### config.mk
export PLATFORM = sky130hd
export DESIGN_NAME = slc_mod_unit
export DESIGN_NICKNAME = d
export VERILOG_FILES = /design/src/sv/slc_mod_unit.sv
export SDC_FILE = /design/constraint.sdc
export NUM_CORES = 1
export LEC_CHECK = 0
export BUFFER_PORTS_ARGS = -buffer_cell sky130_fd_sc_hd__buf_2
export CORE_AREA = 2 2 183 229
export CTS_CLUSTER_SIZE = 8
export DETAILED_ROUTE_END_ITERATION = 10
export DIE_AREA = 0 0 185 231
export GPL_TIMING_DRIVEN = 0
export PLACE_DENSITY = 0.82
export SETUP_SLACK_MARGIN = 0.5
export SYNTH_ARGS = -nofsm -noshare
export SYNTH_HDL_FRONTEND = slang
export SYNTH_SLANG_ARGS = --single-unit
### constraint.sdc
create_clock -name clk -period 10.5 [get_ports clk]
set_input_delay 1.05 -clock clk [delete_from_list [all_inputs] [get_ports clk]]
set_output_delay 1.05 -clock clk [all_outputs]
set_load 0.1 [all_outputs]
### src/sv/slc_mod_unit.sv
// Remainder of a 64-bit key by the set count, folded and reduced on one multiplier.
module slc_mod_unit #(
  parameter int MODULUS = 192,
  parameter int SW      = 8
) (
  input  logic          clk,
  input  logic          rst,
  input  logic          start,
  input  logic [63:0]   dividend,
  output logic          done,
  output logic [SW-1:0] rem
);

  // residues of the 16-bit digit weights, and a reciprocal that may read one low
  localparam logic [31:0] W0    = 32'(64'd1 % 64'(MODULUS));
  localparam logic [31:0] W1    = 32'((64'd1 << 16) % 64'(MODULUS));
  localparam logic [31:0] W2    = 32'((64'd1 << 32) % 64'(MODULUS));
  localparam logic [31:0] W3    = 32'((64'd1 << 48) % 64'(MODULUS));
  localparam logic [31:0] RECIP = 32'(64'h0000_0000_FFFF_FFFF / 64'(MODULUS));
  localparam logic [31:0] MOD32 = 32'(MODULUS);

  logic        busy;
  logic [2:0]  cnt;
  logic [63:0] shreg;
  logic [31:0] acc;
  logic [31:0] q;
  logic [31:0] r;
  logic [31:0] rfix;
  logic [31:0] mul_a;
  logic [31:0] mul_b;
  logic [63:0] prod;

  always_comb begin
    mul_a = 32'(shreg[15:0]);
    mul_b = W0;
    case (cnt)
      3'd0: mul_b = W0;
      3'd1: mul_b = W1;
      3'd2: mul_b = W2;
      3'd3: mul_b = W3;
      3'd4: begin
        mul_a = acc;
        mul_b = RECIP;
      end
      3'd5: begin
        mul_a = q;
        mul_b = MOD32;
      end
      default: begin
        mul_a = '0;
        mul_b = '0;
      end
    endcase
    prod = 64'(mul_a) * 64'(mul_b);
    rfix = (r >= MOD32) ? r - MOD32 : r;
  end

  always_ff @(posedge clk) begin
    if (rst) begin
      busy <= 1'b0;
      done <= 1'b0;
      cnt  <= '0;
    end else begin
      done <= 1'b0;
      if (start) begin
        busy  <= 1'b1;
        cnt   <= '0;
        shreg <= dividend;
        acc   <= '0;
      end else if (busy) begin
        cnt <= cnt + 3'd1;
        if (cnt < 3'd4) begin
          // fold one digit, advance to the next
          acc   <= acc + prod[31:0];
          shreg <= {16'd0, shreg[63:16]};
        end else if (cnt == 3'd4) begin
          q <= prod[63:32];
        end else if (cnt == 3'd5) begin
          r <= acc - prod[31:0];
        end else begin
          rem  <= rfix[SW-1:0];
          busy <= 1'b0;
          done <= 1'b1;
        end
      end
    end
  end

endmodule

# == After elaboration in Yosys (flattened, before gate mapping) ==
# Index checks and enable logic that the tools add are counted.
# op_classes
n_bitwise,6
mux,14
n_eq_ne,5
multipliers,1
reduce_logical,11
magnitude_cmp,2
n_addsub,4
# ops
operator,count
64-bit 2-to-1 mux,3
25-bit case mux with 4 select lines,1
32-bit case mux with 3 select lines,1
32-bit by 32-bit multiplier with 64-bit output,1
32-bit 2-to-1 mux,2
32-bit adder,1
32-bit by 8-bit >= comparator with 1-bit output (second input constant),1
32-bit subtractor,1
6-bit AND reduction,2
8-bit 2-to-1 mux,1
8-bit subtractor (second input constant),1
3-bit by 2-bit == test with 1-bit output (second input constant),2
3-bit == test (second input constant),2
1-bit 2-to-1 mux,6
1-bit inverter,6
5-bit AND reduction,1
5-bit OR reduction,1
2-bit nonzero test,2
4-bit OR reduction,1
3-bit by 1-bit adder with 3-bit output (second input constant),1
3-bit by 1-bit == test with 1-bit output (second input constant),1
3-bit logical NOT,1
3-bit less-than comparator (second input constant),1
3-bit AND reduction,1
other kinds (2),2
# totals
in_bits,67
out_inout_bits,9
register_bits,173

# == Logic depth before layout (Yosys ltp) ==
# logic_depth
depth_word,7
mapped_depth,43
mapped_depth_nobuf,40

# == Worst setup path after synthesis ==
# No wires, ideal clock.
# synth_timing
kind,flip-flop to flip-flop
from,reg cnt[2]
to,reg r[31] (data pin)
setup_slack_ns,0.962
t_arrival_ns,9.382
path_buffers,4
stages_incl_launch_ff,39
path_cell_list,dfxtp_1 > inv_1 > clkbuf_1 > clkbuf_1 > ha_1 > o41ai_1 > clkbuf_1 > nor2_1 > ha_1 > fa_1 > inv_1 > fa_1 > inv_1 > ha_1 > fa_1 > inv_1 > fa_1 > fa_1 > (+3 left out) > o211ai_1 > a2111oi_2 > a21oi_1 > a31oi_1 > nand2b_1 > nand2b_1 > a21oi_1 > xnor2_1 > ha_1 > clkbuf_1 > nor2b_1 > o21ai_0 > a21oi_1 > o21ai_0 > a21oi_1 > o21a_1 > or4_1 > a32oi_1
# synth_between
elab_chain_len,5
# synth_rtl
item,line,source
"start, declared",23,logic [2:0] cnt;
"start signal, assigned",71,cnt <= cnt + 3'd1;
3-bit by 2-bit == test with 1-bit output (tied with other cells),36,case (cnt)
4-bit OR reduction (no source line) or 3-bit OR reduction (tied branches),-,
32-bit case mux with 3 select lines or 25-bit case mux with 4 select lines (tied branches),36,
32-bit by 32-bit multiplier with 64-bit output (*),54,prod = 64'(mul_a) * 64'(mul_b);
32-bit subtractor (*),79,r <= acc - prod[31:0];
"end signal, assigned",79,
"end, declared",27,logic [31:0] r;
# Mark *: on every way between the ends. The rest lies on a longest branch, timed or not.
# A chain may end at the register's enable or synchronous reset.

# == Worst setup path after layout ==
# layout_timing
from,reg cnt[1]
to,reg acc[31] (data pin)
# layout_between
elab_chain_len,7
# layout_rtl
item,line,source
3-bit by 2-bit == test with 1-bit output (tied with other cells),36,
4-bit OR reduction (no source line) or 3-bit OR reduction (tied branches),-,
32-bit case mux with 3 select lines or 25-bit case mux with 4 select lines (tied branches),36,
32-bit by 32-bit multiplier with 64-bit output (*),54,
32-bit adder (*),74,acc <= acc + prod[31:0];
32-bit 2-to-1 mux (*),72,if (cnt < 3'd4) begin
32-bit 2-to-1 mux (*),70,end else if (busy) begin
"end signal, assigned",74,
"end, declared",25,logic [31:0] acc;
# Mark *: on every way between the ends. The rest lies on a longest branch, timed or not. The select of a mux whose other input is x is not followed.

==> flow_summary_export.csv <==
group,metric,value,unit
drt,drc,0,
global_routing,grt_pass1_vias,20610,
worst_setup_path,critPathKind,"flip-flop to flip-flop",
place,io_buffers,74,
flow_run,cap_violations,0,
timing,fin_skew,11.71,ps
clock_network,ctsRootBufferMaster,"clkbuf_16",
worst_setup_path,crit_path_max_incr_delay,530,ps
clock_network,cts_tree,"done",
timing,worst_pin_slew,1160,ps
layout,regArea,5029,um2
drt,wirelength,69.08,mm
worst_setup_path,cp-end-kind,"flip-flop",
layout,diodes,0,
clock_network,cts_num_sinks,169,
timing,max_freq,103.1,MHz
layout,multi_input_area,18700,um2
global_routing,overflow,0,
worst_setup_path,arrival,9990,ps
place,place_area,27280,um2
logic_synthesis,synth-seq-cells,169,
layout,fill_cells,3025,
drt,firstDrtPassIters,8,
clock_network,clk_pin_slew_worst_paths,70,ps
logic_synthesis,syn_nets,3486,
timing,relSlewSlack,0.2186,
clock_network,clk_latency,450,ps
worst_setup_path,reg2reg_from,"cnt[1]$_SDFFE_PP0P_",
min_path,hold_path.class,"flip-flop to flip-flop",
place,dpl.hpwl,59.09,mm
layout,area_delta_synth_final,8.840,%
clock_network,h-tree-depth,4,
timing,timing.final.crit_period,9703,ps
logic_synthesis,synth_edf_count,164,
logic_synthesis,synth_ff_type,"edfxtp_1",
power_and_ir_drop,power-per-cell-area,121.1,nW/um2
die,dieArea,42740,um2
logic_synthesis,ys_types,89,
timing,setup_tns,0,ps
place,place.gp.congestion,1.001,
drt,vias,19600,
die,die_width,185,um
worst_setup_path,worstPathMaxFanout,10,
drt,ant_nets,0,
die,start_util,0.6405,
clock_network,hold_buffers,0,
clock_network,cts_made_buffers,17,
die,placementRows,83,
layout,layout.nets,3605,
layout,drive_gt1_frac,0.1091,
status,status,"finished clean",
logic_synthesis,netlist_instances,2655,
logic_synthesis,yosys_warnings,0,
die,core,40710,um2
timing,rsz0062_at_grt,"yes",
min_path,hold_start,"r[3]$_DFFE_PP_",
global_routing,grt_first_pass_wirelength,108.8,mm
power_and_ir_drop,peakVddDrop,159.2,uV
timing,finalMaxSlewViolations,0,
worst_setup_path,slowest_stage,"fa_1",
timing,fin_crit_sh,0.9241,
global_routing,antenna_found_initial,0,
drt,wire_per_inst,20.69,um
worst_setup_path,startpoint,"cnt[1]$_SDFFE_PP0P_",
timing,hold_violations,0,
drt,drt_iter0_markers,1617,
logic_synthesis,ys_seq_area_frac,0.1927,
die,die_y,231,um
clock_network,clockBufferDepth,2,
global_routing,grt_max_degree,38,
logic_synthesis,netlist_area,26070,um2
global_routing,grt.total_usage,0.3359,
logic_synthesis,async_flop_share,0,
worst_setup_path,crit_required,10790,ps
layout,final_core_util,0.6971,
worst_setup_path,startpoint_type,"flip-flop",
die,num_io_pins,76,
timing,setup-violations-final,0,
logic_synthesis,syn_avg_cell_area,9.820,um2
drt,vias_per_cell,5.869,
power_and_ir_drop,cellLeakagePower,14.18,nW
layout,design_area,28380,um2
==> synth_stat cells (all sizes together), types with 3 or more instances <==
cell type,count,area share
inv,638,0.092
ha,436,0.21
fa,328,0.25
nor2,231,0.033
edfxtp,164,0.19
a21oi,117,0.023
nand2,78,0.011
xnor2,73,0.025
o21ai,61,0.012
a21o,51,0.015
mux2,49,0.021
clkbuf,45,0.0069
xor2,44,0.015
and2,30,0.0072
nor3,25,0.0052
nand3,22,0.0042
o21bai,22,0.0065
buf,18,0.0042
nand2b,18,0.0046
a31oi,16,0.0041
nand4,14,0.0036
nor2b,13,0.0031
nor4,13,0.0031
o31ai,13,0.0047
a22o,12,0.0040
a22oi,11,0.0034
a211oi,10,0.0033
a221o,10,0.0038
o21a,8,0.0023
and3,7,0.0018
or2,7,0.0017
o211ai,6,0.0017
or3,6,0.0017
dfxtp,5,0.0038
nor3b,5,0.0014
a211o,4,0.0014
a21boi,4,0.0013
a311oi,4,0.0013
and4,4,0.0014
a41oi,3,0.0010
o2111ai,3,0.0012
o31a,3,0.0010
or4,3,0.0010
==> report_power, final <==
part	leakage [nW]	switching, mW	internal [mW]	total, mW
Clock	0.310	0.298	0.387	0.685
Sequential	1.59	0.0589	0.863	0.922
Combinational	12.3	1.11	0.717	1.83
==> cell families after synthesis <==
| group | after synthesis | synth area share |
|---|---|---|
| compound gates | 372 | 0.09555 |
| fa+ha+maj | 764 | 0.4611 |
| simple gates | 482 | 0.08686 |
| xor+xnor | 117 | 0.03930 |
| mux | 50 | 0.02155 |
| buf+inv | 701 | 0.1029 |
| flops | 169 | 0.1927 |
==> critical path, delay by kind of cell, from the launching register on <==
kind,cells,cell delay [ps]
flops,1,410
fa+ha+maj,10,3540
buf+inv,9,980
xor+xnor,2,280
simple gates,6,1130
compound gates,13,3200
==> final timing paths <==
kind              slack, ps  cells after the start               endpoint
setup / recovery        800                     40  acc[31]$_SDFFCE_PP0P_
hold / removal          420                      0       rem[3]$_DFFE_PP_
setup reg to reg        800                     40  acc[31]$_SDFFCE_PP0P_
hold reg to reg         420                      0       rem[3]$_DFFE_PP_
==> placed cells by master, fill, tap and decap left out, types with 11 or more instances in the layout <==
cell | synthesis | final
a21o_1 | 48 | 48
a21oi_1 | 115 | 102
a22o_1 | 12 | 12
a31oi_1 | 15 | 12
and2_1 | 30 | 30
buf_2 | 9 | 84
buf_4 | 2 | 26
clkbuf_1 | 43 | 29
clkbuf_16 | 0 | 17
clkbuf_2 | 1 | 11
edfxtp_1 | 164 | 164
fa_1 | 328 | 328
ha_1 | 436 | 436
inv_1 | 636 | 635
mux2_2 | 49 | 49
nand2_1 | 78 | 77
nand2b_1 | 17 | 17
nand3_1 | 22 | 22
nand4_1 | 13 | 13
nor2_1 | 231 | 213
nor2_4 | 0 | 14
nor2b_1 | 13 | 13
nor3_1 | 23 | 23
o21ai_0 | 52 | 50
o21bai_1 | 21 | 21
xnor2_1 | 73 | 72
xor2_1 | 44 | 42
==> registers in the layout, indices dropped and copies added, names as in the netlist <==
signal  flops
shreg      64
acc        32
r          32
q          28
rem         8
cnt         3
busy        1
done        1
==> area by class of cell <==
class / instances / share of cell area
clock inverters: 14 / 0.007363
flip-flops and latches: 169 / 0.1772
well taps: 552 / 0.02434
repair buffers: 100 / 0.02094
plain buffers: 63 / 0.01160
multi-input cells: 1785 / 0.6590
inverters: 638 / 0.08439
clock buffers: 18 / 0.01512
==> per-stage QoR <==
stage	hold slack, ps	power [mW]	setup WS (ps)	instances
after floorplan	400.3	2.231	961.7	2655
final	420.7	3.438	797.2	3339
after global routing	432.7	3.650	401.2	3339
after global placement	405.5	2.628	-1127	3281
after CTS	423.7	3.385	487.7	3324
after detailed placement	406.6	2.672	-359.9	3292
==> routing by layer <==
metal  routed length, um  track usage  vias up
met1               25790       0.4162     9599
met4                4308       0.1644        0
li1                    -            -     8831
met3                5097      0.04811      269
met5                   0            0        -
met2               33890       0.5748      899
==> what timing repair did <==
action,CTS,global route
endpoints found under the setup margin,20,19
setup buffers,0,15
resized for setup,50,59
pin swaps,0,9
No activity file was read; power rests on OpenSTA's default activity.
